$ cat src/hw/rtl/sha224c_pkg.sv
`timescale 1ns / 1ps

package sha224c_pkg;

  localparam int WORD_W     = 32;
  localparam int CHAIN_N    = 8;
  localparam int WINDOW_N   = 16;
  localparam int ROUNDS_N   = 64;
  localparam int CFG_IDX_W  = 4;
  localparam int POS_W      = 4;
  localparam int ROUND_W    = 6;
  localparam int EMIT_W     = 3;

  localparam logic [POS_W-1:0]   LAST_POS   = POS_W'(WINDOW_N - 1);
  localparam logic [ROUND_W-1:0] LAST_ROUND = ROUND_W'(ROUNDS_N - 1);
  localparam logic [EMIT_W-1:0]  LAST_EMIT  = EMIT_W'(CHAIN_N - 1);

  typedef logic [WORD_W-1:0] word_t;

  // SHA-224 initial chaining value.
  localparam word_t START_IV [CHAIN_N] = '{
    32'hc1059ed8, 32'h367cd507, 32'h3070dd17, 32'hf70e5939,
    32'hffc00b31, 32'h68581511, 32'h64f98fa7, 32'hbefa4fa4
  };

  // SHA-256 round constants.
  localparam word_t ROUND_K [ROUNDS_N] = '{
    32'h428a2f98, 32'h71374491, 32'hb5c0fbcf, 32'he9b5dba5,
    32'h3956c25b, 32'h59f111f1, 32'h923f82a4, 32'hab1c5ed5,
    32'hd807aa98, 32'h12835b01, 32'h243185be, 32'h550c7dc3,
    32'h72be5d74, 32'h80deb1fe, 32'h9bdc06a7, 32'hc19bf174,
    32'he49b69c1, 32'hefbe4786, 32'h0fc19dc6, 32'h240ca1cc,
    32'h2de92c6f, 32'h4a7484aa, 32'h5cb0a9dc, 32'h76f988da,
    32'h983e5152, 32'ha831c66d, 32'hb00327c8, 32'hbf597fc7,
    32'hc6e00bf3, 32'hd5a79147, 32'h06ca6351, 32'h14292967,
    32'h27b70a85, 32'h2e1b2138, 32'h4d2c6dfc, 32'h53380d13,
    32'h650a7354, 32'h766a0abb, 32'h81c2c92e, 32'h92722c85,
    32'ha2bfe8a1, 32'ha81a664b, 32'hc24b8b70, 32'hc76c51a3,
    32'hd192e819, 32'hd6990624, 32'hf40e3585, 32'h106aa070,
    32'h19a4c116, 32'h1e376c08, 32'h2748774c, 32'h34b0bcb5,
    32'h391c0cb3, 32'h4ed8aa4a, 32'h5b9cca4f, 32'h682e6ff3,
    32'h748f82ee, 32'h78a5636f, 32'h84c87814, 32'h8cc70208,
    32'h90befffa, 32'ha4506ceb, 32'hbef9a3f7, 32'hc67178f2
  };

  typedef enum logic [1:0] {
    ST_LOAD,
    ST_ROUND,
    ST_ADD,
    ST_EMIT
  } state_t;

  // Commands from the controller to the datapath.
  typedef struct packed {
    logic                word_shift;
    logic                chain_reload;
    logic                work_load;
    logic                round_step;
    logic                chain_add;
    logic [ROUND_W-1:0]  round_idx;
    logic [EMIT_W-1:0]   emit_idx;
  } cmd_t;

  function automatic word_t big_sigma0(input word_t x);
    return {x[1:0], x[31:2]} ^ {x[12:0], x[31:13]} ^ {x[21:0], x[31:22]};
  endfunction

  function automatic word_t big_sigma1(input word_t x);
    return {x[5:0], x[31:6]} ^ {x[10:0], x[31:11]} ^ {x[24:0], x[31:25]};
  endfunction

  function automatic word_t small_sigma0(input word_t x);
    return {x[6:0], x[31:7]} ^ {x[17:0], x[31:18]} ^ {3'b000, x[31:3]};
  endfunction

  function automatic word_t small_sigma1(input word_t x);
    return {x[16:0], x[31:17]} ^ {x[18:0], x[31:19]} ^ {10'b0, x[31:10]};
  endfunction

  function automatic word_t choose(input word_t e, input word_t f, input word_t g);
    return (e & f) ^ (~e & g);
  endfunction

  function automatic word_t majority(input word_t a, input word_t b, input word_t c);
    return (a & b) ^ (a & c) ^ (b & c);
  endfunction

endpackage

$ cat src/hw/rtl/sha224c_ctrl.sv
`timescale 1ns / 1ps

module sha224c_ctrl
  import sha224c_pkg::*;
(
  input  logic              clk,
  input  logic              rst_n,
  input  logic              in_valid,
  input  logic              in_new_message,
  output logic              in_ready,
  output logic              out_valid,
  input  logic              out_ready,
  output logic [EMIT_W-1:0] out_digest_index,
  output logic              out_last_word,
  output cmd_t              cmd
);

  state_t             state_r, state_nxt;
  logic [POS_W-1:0]   pos_r, pos_nxt;
  logic [ROUND_W-1:0] round_r, round_nxt;
  logic [EMIT_W-1:0]  emit_r, emit_nxt;
  logic [POS_W-1:0]   eff_pos;

  // A new message restarts the block at word zero.
  assign eff_pos = in_new_message ? '0 : pos_r;

  // State and counter registers.
  always_ff @(posedge clk) begin
    if (!rst_n) begin
      state_r <= ST_LOAD;
      pos_r   <= '0;
      round_r <= '0;
      emit_r  <= '0;
    end else begin
      state_r <= state_nxt;
      pos_r   <= pos_nxt;
      round_r <= round_nxt;
      emit_r  <= emit_nxt;
    end
  end

  // Next state, counters and datapath commands.
  always_comb begin
    state_nxt         = state_r;
    pos_nxt           = pos_r;
    round_nxt         = round_r;
    emit_nxt          = emit_r;
    in_ready          = 1'b0;
    out_valid         = 1'b0;
    cmd               = '0;
    cmd.round_idx     = round_r;
    cmd.emit_idx      = emit_r;
    unique case (state_r)
      ST_LOAD: begin
        in_ready = 1'b1;
        if (in_valid) begin
          cmd.word_shift   = 1'b1;
          cmd.chain_reload = in_new_message;
          pos_nxt          = eff_pos + 1'b1;
          if (eff_pos == LAST_POS) begin
            cmd.work_load = 1'b1;
            round_nxt     = '0;
            state_nxt     = ST_ROUND;
          end
        end
      end
      ST_ROUND: begin
        cmd.round_step = 1'b1;
        round_nxt      = round_r + 1'b1;
        if (round_r == LAST_ROUND) begin
          state_nxt = ST_ADD;
        end
      end
      ST_ADD: begin
        cmd.chain_add = 1'b1;
        emit_nxt      = '0;
        state_nxt     = ST_EMIT;
      end
      ST_EMIT: begin
        out_valid = 1'b1;
        if (out_ready) begin
          emit_nxt = emit_r + 1'b1;
          if (emit_r == LAST_EMIT) begin
            state_nxt = ST_LOAD;
          end
        end
      end
      default: begin
        state_nxt = ST_LOAD;
      end
    endcase
  end

  assign out_digest_index = emit_r;
  assign out_last_word    = (emit_r == LAST_EMIT);

endmodule

$ cat src/hw/rtl/sha224c_datapath.sv
`timescale 1ns / 1ps

module sha224c_datapath
  import sha224c_pkg::*;
(
  input  logic                 clk,
  input  logic                 rst_n,
  input  cmd_t                 cmd,
  input  word_t                in_message_word,
  input  logic                 cfg_write,
  input  logic [CFG_IDX_W-1:0] cfg_index,
  input  word_t                cfg_data,
  output word_t                out_digest_word
);

  word_t start_r  [CHAIN_N];
  word_t chain_r  [CHAIN_N];
  word_t work_r   [CHAIN_N];
  word_t window_r [WINDOW_N];

  word_t sched_new;
  word_t t1;
  word_t t2;

  // Start registers: writes to indices 8 and above are dropped.
  always_ff @(posedge clk) begin
    if (!rst_n) begin
      for (int i = 0; i < CHAIN_N; i++) begin
        start_r[i] <= START_IV[i];
      end
    end else if (cfg_write && (cfg_index < CFG_IDX_W'(CHAIN_N))) begin
      start_r[cfg_index[EMIT_W-1:0]] <= cfg_data;
    end
  end

  // Chaining value: reloaded on a new message, accumulated after the rounds.
  always_ff @(posedge clk) begin
    if (!rst_n) begin
      for (int i = 0; i < CHAIN_N; i++) begin
        chain_r[i] <= START_IV[i];
      end
    end else if (cmd.chain_reload) begin
      for (int i = 0; i < CHAIN_N; i++) begin
        chain_r[i] <= start_r[i];
      end
    end else if (cmd.chain_add) begin
      for (int i = 0; i < CHAIN_N; i++) begin
        chain_r[i] <= chain_r[i] + work_r[i];
      end
    end
  end

  // Next schedule word from the sliding sixteen-word window.
  assign sched_new = small_sigma1(window_r[14]) + window_r[9]
                   + small_sigma0(window_r[1]) + window_r[0];

  // Schedule window: message words shift in while loading, expanded words
  // during the rounds. The oldest entry is the current round's word.
  always_ff @(posedge clk) begin
    if (cmd.word_shift || cmd.round_step) begin
      for (int i = 0; i < WINDOW_N - 1; i++) begin
        window_r[i] <= window_r[i+1];
      end
      window_r[WINDOW_N-1] <= cmd.word_shift ? in_message_word : sched_new;
    end
  end

  // Round function terms.
  assign t1 = work_r[7] + big_sigma1(work_r[4]) + choose(work_r[4], work_r[5], work_r[6])
            + ROUND_K[cmd.round_idx] + window_r[0];
  assign t2 = big_sigma0(work_r[0]) + majority(work_r[0], work_r[1], work_r[2]);

  // Working words a to h: one round per cycle.
  always_ff @(posedge clk) begin
    if (cmd.work_load) begin
      for (int i = 0; i < CHAIN_N; i++) begin
        work_r[i] <= chain_r[i];
      end
    end else if (cmd.round_step) begin
      work_r[0] <= t1 + t2;
      work_r[1] <= work_r[0];
      work_r[2] <= work_r[1];
      work_r[3] <= work_r[2];
      work_r[4] <= work_r[3] + t1;
      work_r[5] <= work_r[4];
      work_r[6] <= work_r[5];
      work_r[7] <= work_r[6];
    end
  end

  assign out_digest_word = chain_r[cmd.emit_idx];

endmodule

$ cat src/hw/rtl/sha224_block_compression_top.sv
`timescale 1ns / 1ps

// SHA-224 block compression. Message words enter one beat at a time; every
// sixteenth word (counted from the last beat with in_new_message set, which
// also reloads the chain from the start registers) closes a block. The block
// then runs 64 rounds at one round per cycle on a single shared round unit,
// an add state folds the result into the chaining value, and eight result beats
// follow carrying chaining words 0 to 7, the last flagged by out_last_word.
// No input is taken during the rounds, the add or while results are being
// delivered, so the next block's words wait until the last result beat is taken.
// The start registers (indices 0 to 7) reset to the SHA-224 initial value,
// take effect at the next new message, and should be written while idle.
module sha224_block_compression_top
  import sha224c_pkg::*;
(
  input  logic                 clk,
  input  logic                 rst_n,
  input  logic                 in_valid,
  output logic                 in_ready,
  input  logic [31:0]          in_message_word,
  input  logic                 in_new_message,
  output logic                 out_valid,
  input  logic                 out_ready,
  output logic [2:0]           out_digest_index,
  output logic [31:0]          out_digest_word,
  output logic                 out_last_word,
  input  logic                 cfg_valid,
  output logic                 cfg_ready,
  input  logic [CFG_IDX_W-1:0] cfg_index,
  input  logic [31:0]          cfg_data
);

  cmd_t cmd;

  // Configuration beats are always taken.
  assign cfg_ready = 1'b1;

  sha224c_ctrl u_ctrl (
    .clk              (clk),
    .rst_n            (rst_n),
    .in_valid         (in_valid),
    .in_new_message   (in_new_message),
    .in_ready         (in_ready),
    .out_valid        (out_valid),
    .out_ready        (out_ready),
    .out_digest_index (out_digest_index),
    .out_last_word    (out_last_word),
    .cmd              (cmd)
  );

  sha224c_datapath u_datapath (
    .clk             (clk),
    .rst_n           (rst_n),
    .cmd             (cmd),
    .in_message_word (in_message_word),
    .cfg_write       (cfg_valid),
    .cfg_index       (cfg_index),
    .cfg_data        (cfg_data),
    .out_digest_word (out_digest_word)
  );

endmodule

$ cat config.mk
export PLATFORM = sky130hd
export DESIGN_NAME = sha224_block_compression_top
export DESIGN_NICKNAME = d
export VERILOG_FILES = /design/src/hw/rtl/sha224c_pkg.sv /design/src/hw/rtl/sha224c_ctrl.sv /design/src/hw/rtl/sha224c_datapath.sv /design/src/hw/rtl/sha224_block_compression_top.sv
export SDC_FILE = /design/constraint.sdc
export NUM_CORES = 2
export LEC_CHECK = 0
export ABC_AREA = 0
export BUFFER_PORTS_ARGS = -buffer_cell sky130_fd_sc_hd__buf_4
export CORE_ASPECT_RATIO = 1.75
export CORE_UTILIZATION = 50
export DETAILED_ROUTE_END_ITERATION = 8
export PLACE_DENSITY_LB_ADDON = 0.1
export SYNTH_ARGS = -nofsm -noshare
export SYNTH_HDL_FRONTEND = slang
export SYNTH_SLANG_ARGS = --single-unit
$ cat constraint.sdc
create_clock -name clk -period 23 [get_ports clk]
set_clock_uncertainty 0.15 [all_clocks]
set_input_delay 4.6 -clock clk [delete_from_list [all_inputs] [get_ports clk]]
set_output_delay 4.6 -clock clk [all_outputs]
set_load 0.1 [all_outputs]
Word level (Yosys, flattened, before mapping) --
Memory sizes are Yosys's and may differ from the RTL's. A register that Yosys moved wholly into a read port is not among the register bits. Cells that the tools add are included.
Storage, ports and cells: register bits after elaboration 15, RAM bits 1280, memory bits (read-only) 2048, logic and storage cells 164, memories kept 5
Operators by class: $add $sub $neg 21, magnitude comparators 2, equal/unequal tests 11, multiplexer cells 69, bitwise gates (word level) 42, reduce and logical (&&, ||, !) cells 10
Memory list:
- (name not given) | depth 64, width 32, rd ports 1, clocked after memory_dff 0, wr ports 0, RTL line sha224c_datapath.sv:70 | + ROUND_K[cmd.round_idx] + window_r[0];
- u_datapath.window_r | depth 16, width 32, rd ports 16, clocked after memory_dff 0, wr ports 16, RTL line sha224c_datapath.sv:19 | word_t window_r [WINDOW_N];
- u_datapath.chain_r | depth 8, width 32, rd ports 9, clocked after memory_dff 1, wr ports 8, RTL line sha224c_datapath.sv:17 | word_t chain_r [CHAIN_N];
- u_datapath.start_r | depth 8, width 32, rd ports 8, clocked after memory_dff 0, wr ports 8, RTL line sha224c_datapath.sv:16 | word_t start_r [CHAIN_N];
- u_datapath.work_r | depth 8, width 32, rd ports 8, clocked after memory_dff 0, wr ports 8, RTL line sha224c_datapath.sv:18 | word_t work_r [CHAIN_N];
Operators with widths (count):
- $mux W32 | 28
- $add A32 B32 Y32 | 18
- $xor A32 B32 Y32 | 9
- $and A32 B32 Y32 | 5
- $not A32 Y32 | 1
- $reduce_or A32 Y1 | 1
- $xor A32 B22 Y32 | 1
- $xor A32 B29 Y32 | 1
- $mux W1 | 24
- $or A1 B1 Y1 | 24
- $mux W3 | 6
- $mux W6 | 2
- $pmux W6 S2 | 1
- $mux W2 | 5
- $pmux W2 S4 | 1
- $ge A7 B7 Y1 const B | 1
- $not A6 Y7 | 1
- $add A6 B1 Y6 const B | 1
- $eq A6 B6 Y1 const B | 1
- $ne A2 B2 Y1 const B | 3
- $pmux W3 S2 | 1
- $reduce_and A5 Y1 | 1
- $add A4 B1 Y4 const B | 1
- $eq A2 B2 Y1 const B | 2
- other kinds (13) | 16

Longest topological paths before layout --
depth after elaboration 10, gate-level depth with buffers 43, gate-level depth less buffers 41

Hierarchy --
From an unflattened synthesis, not the netlist that was laid out.
Second synthesis, totals: cell total of the unflattened synthesis 6839, area, all modules 76927.5 um^2
By module, submodules not included:
- sha224c_datapath | instances 1, cells an instance 6739, area each 76074.2 um^2, sequential area each 38436.9 um^2
- sha224c_ctrl | instances 1, cells an instance 98, area each 842.1 um^2, sequential area each 300.3 um^2
- sha224_block_compression_top | instances 1, cells an instance 2, area each 11.3 um^2, sequential area each 0.0 um^2

Least setup slack after synthesis --
OpenSTA, ideal clock, no wires.
path type input -> register, start point input port in_valid, end point memory u_datapath.window_r[0][0] (netlist name) (enable), library setup time 3632 ps, data arrival time 13543 ps, required time 19218 ps, slack 5674 ps, stages on the path 4, buffers on the path 2, cells stage by stage nand2_1 -> clkbuf_1 -> buf_1 -> nand2_1
RTL lines:
- start, declared | RTL line sha224_block_compression_top.sv:18 | input logic in_valid,
- end, declared | RTL line sha224c_datapath.sv:19

==> flow_summary.toml <==
[setup_path]
r2r_setup_slack_ns = 11.85
cp.required_ns = 23.41
slowest_stage = "ha_1"
cp-start-kind = "register"
crit_family = "compound AO/OA/AOI/OAI gates"
r2r-start = "u_ctrl.round_r[1]"
worstRegToRegCells = 38
crit_arrival_ns = 11.56
path_max_fanout = 26
crit_path_max_incr_delay_ns = 0.65
cp-end-kind = "register"
crit_buf_inv = 4
r2r_end = "u_datapath.work_r[0][30]"
setup.worst_path.class = "register to register"

[cells_and_area]
drive_above_1_share_pct = 13.0
num-fill-cells = 13000
area_delta_synth_final_pct = 9.94
nNetsFinal = 7177

[drt]
drtPass1Iterations = 5
dr_total_vias = 54000
vias_per_cell = 6.26
ant_nets = 0
drt-total-wl_mm = 276
drc_errors = 0
route.detailed.wl_per_inst_um = 32.0
drt_iter0_markers = 4141

[sta]
relSlewSlack_pct = 11.2
clock.fmax_mhz = 89.7
setup_viol = 0
rsz0062_at_grt = "no"
worst_slew_pin_slew_ns = 1.33
setup_tns_ns = 0
whs_ns = 0.253
finalHoldViolations = 0
drv_slew = 0
fin_crit_sh_pct = 48.5
finalCriticalPeriod_ns = 11.15

[run_status]
outcome = "complete, no violations"

[logic_synthesis]
ys_seq_elements = 1298
yosys.area.top_type = "edfxtp_1"
synthTopCellsByArea = "edfxtp_1 50%, ha_1 6.5%, fa_1 5.1%"
async_flop_share_pct = 0
syn_avg_cell_area_sq_um = 11.9
synth.distinct_cells = 86
synth-edff-count = 1280
yosysTopAreaCellShare_pct = 50.0
syn_nets = 7125
synth_top_flop_cell = "edfxtp_1"
syn_area_sq_mm = 0.0769
yosysWarnings = 0
yosysSeqAreaShare_pct = 50.4
synth_cells = 6458

[cts]
cts_tree = "yes"
clockBufferDepth = 4
cts-root-buf = "clkbuf_16"
post_cts_buffers = 0
cts.clk_slew.worst_paths_ns = 0.06
cts_buffers = 139
ctsHoldBuffers = 0
cts_sinks = 1298
htree_levels = 4
cts_resized = 0
insertion_delay_ns = 0.83

[worst_hold_path]
hp-start = "u_datapath.window_r[4][25]"
hold-path-endpoint = "u_datapath.window_r[3][25]"
holdPathStages = 0
hp-class = "register to register"

[place]
hpwl_mm = 208
io_buffers = 111
place_congestion = 1.00

[floorplanning]
pin_count = 113
die-area_sq_mm = 0.156
core_sq_mm = 0.153
die_h_um = 521
die_w_um = 299
rows = 190
initial_core_util_pct = 50.3

[global_route]
grt_use_met3_pct = 4.00
overflow = 0
grt_pass1_wl_mm = 388
grt_antenna_before_repair = 14
grt_busiest_layer = "met2"
grt_pass1_vias = 55100
grt_max_degree = 209
grt_use_total_pct = 35.2
met1_usage_pct = 36.8
gr-usage-met2_pct = 63.4

[flow_run]
maxCapViolCount = 0
[state kept, by name, summed over array words and instances (netlist names), named ones only]
signal                   cells
u_ctrl.out_digest_index      3
u_ctrl.round_r               6
u_datapath.start_r         256
u_datapath.window_r        512
u_datapath.work_r          256
u_ctrl.pos_r                 4
u_ctrl.state_r               2
u_datapath.chain_r         256
[placed cells by master (no fill, tap or decap), drive strengths merged, types with 226 or more instances in the layout]
master / Yosys / final
mux2: 290 / 290
a21oi: 466 / 466
edfxtp: 1280 / 1280
inv: 272 / 279
xnor2: 379 / 379
ha: 398 / 398
o21ai: 393 / 393
buf: 35 / 226
nand2: 346 / 346
nor2: 371 / 371
[cell families after synthesis]
group	after synthesis	synth area share, %
AND/OR/NAND/NOR	1506	9.64
AO/OA/AOI/OAI	1470	11.8
flip-flops	1298	50.4
adder cells (fa/ha/maj)	614	11.8
buffers and inverters	591	2.91
XOR/XNOR	571	6.50
multiplexers	407	6.92
other	1	0.00487
[per-layer routing]
metal  routed length, um  share of wire, %
met3               13300               4.8
met2              142000                51
met4               26800               9.7
met1               93800                34
met5                  46             0.017
[worst max-delay path by stage]
stage	from	to	cells past startpoint
floorplan	in_valid	u_datapath.window_r[0][0]	4
global placement	u_ctrl.round_r[1]	u_datapath.work_r[0][30]	38
detailed placement	u_ctrl.round_r[1]	u_datapath.work_r[0][30]	38
CTS	u_ctrl.round_r[1]	u_datapath.work_r[0][30]	38
global route	u_ctrl.round_r[1]	u_datapath.work_r[0][30]	38
finish	u_ctrl.round_r[1]	u_datapath.work_r[0][30]	38
[cell type report]
type	instances	area [sq um]	area share [%]
Antenna cell	8	20.0	0.0237
Timing Repair Buffer	226	1710	2.02
Sequential cell	1298	38800	45.9
Tap cell	2016	2520	2.98
Inverter	276	1040	1.22
Clock inverter	73	696	0.822
Multi-Input combinational cell	4569	36100	42.7
Clock buffer	161	3670	4.33
[cell usage after synthesis, types with 117 or more instances]
cell type	count
edfxtp_1	1280
a21oi_1	465
ha_1	398
o21ai_0	386
xnor2_1	379
nor2_1	371
nand2_1	346
mux2_2	290
clkbuf_1	280
inv_1	271
fa_1	195
xor2_1	192
a21o_1	190
or3_1	131
nor3_1	118
nand3_1	117
[stage by stage]
| step | std cells | instance area (sq um) | util, % | setup slack, ns |
|---|---|---|---|---|
| 3_3_place_gp | 8385 | 80200 | 52.5 | 11.92 |
| 3_5_place_dp | 8385 | 80200 | 52.5 | 11.93 |
| 5_1_grt | 8620 | 84600 | 55.3 | 11.29 |
| 4_1_cts | 8619 | 84600 | 55.3 | 11.88 |
| 2_1_floorplan | 6458 | 76900 | - | 5.67 |
| 6_report | 8627 | 84600 | 55.3 | 11.85 |
Power is not shown: default switching activity piles up to over one toggle a cycle in this logic, so the estimate is an artifact.
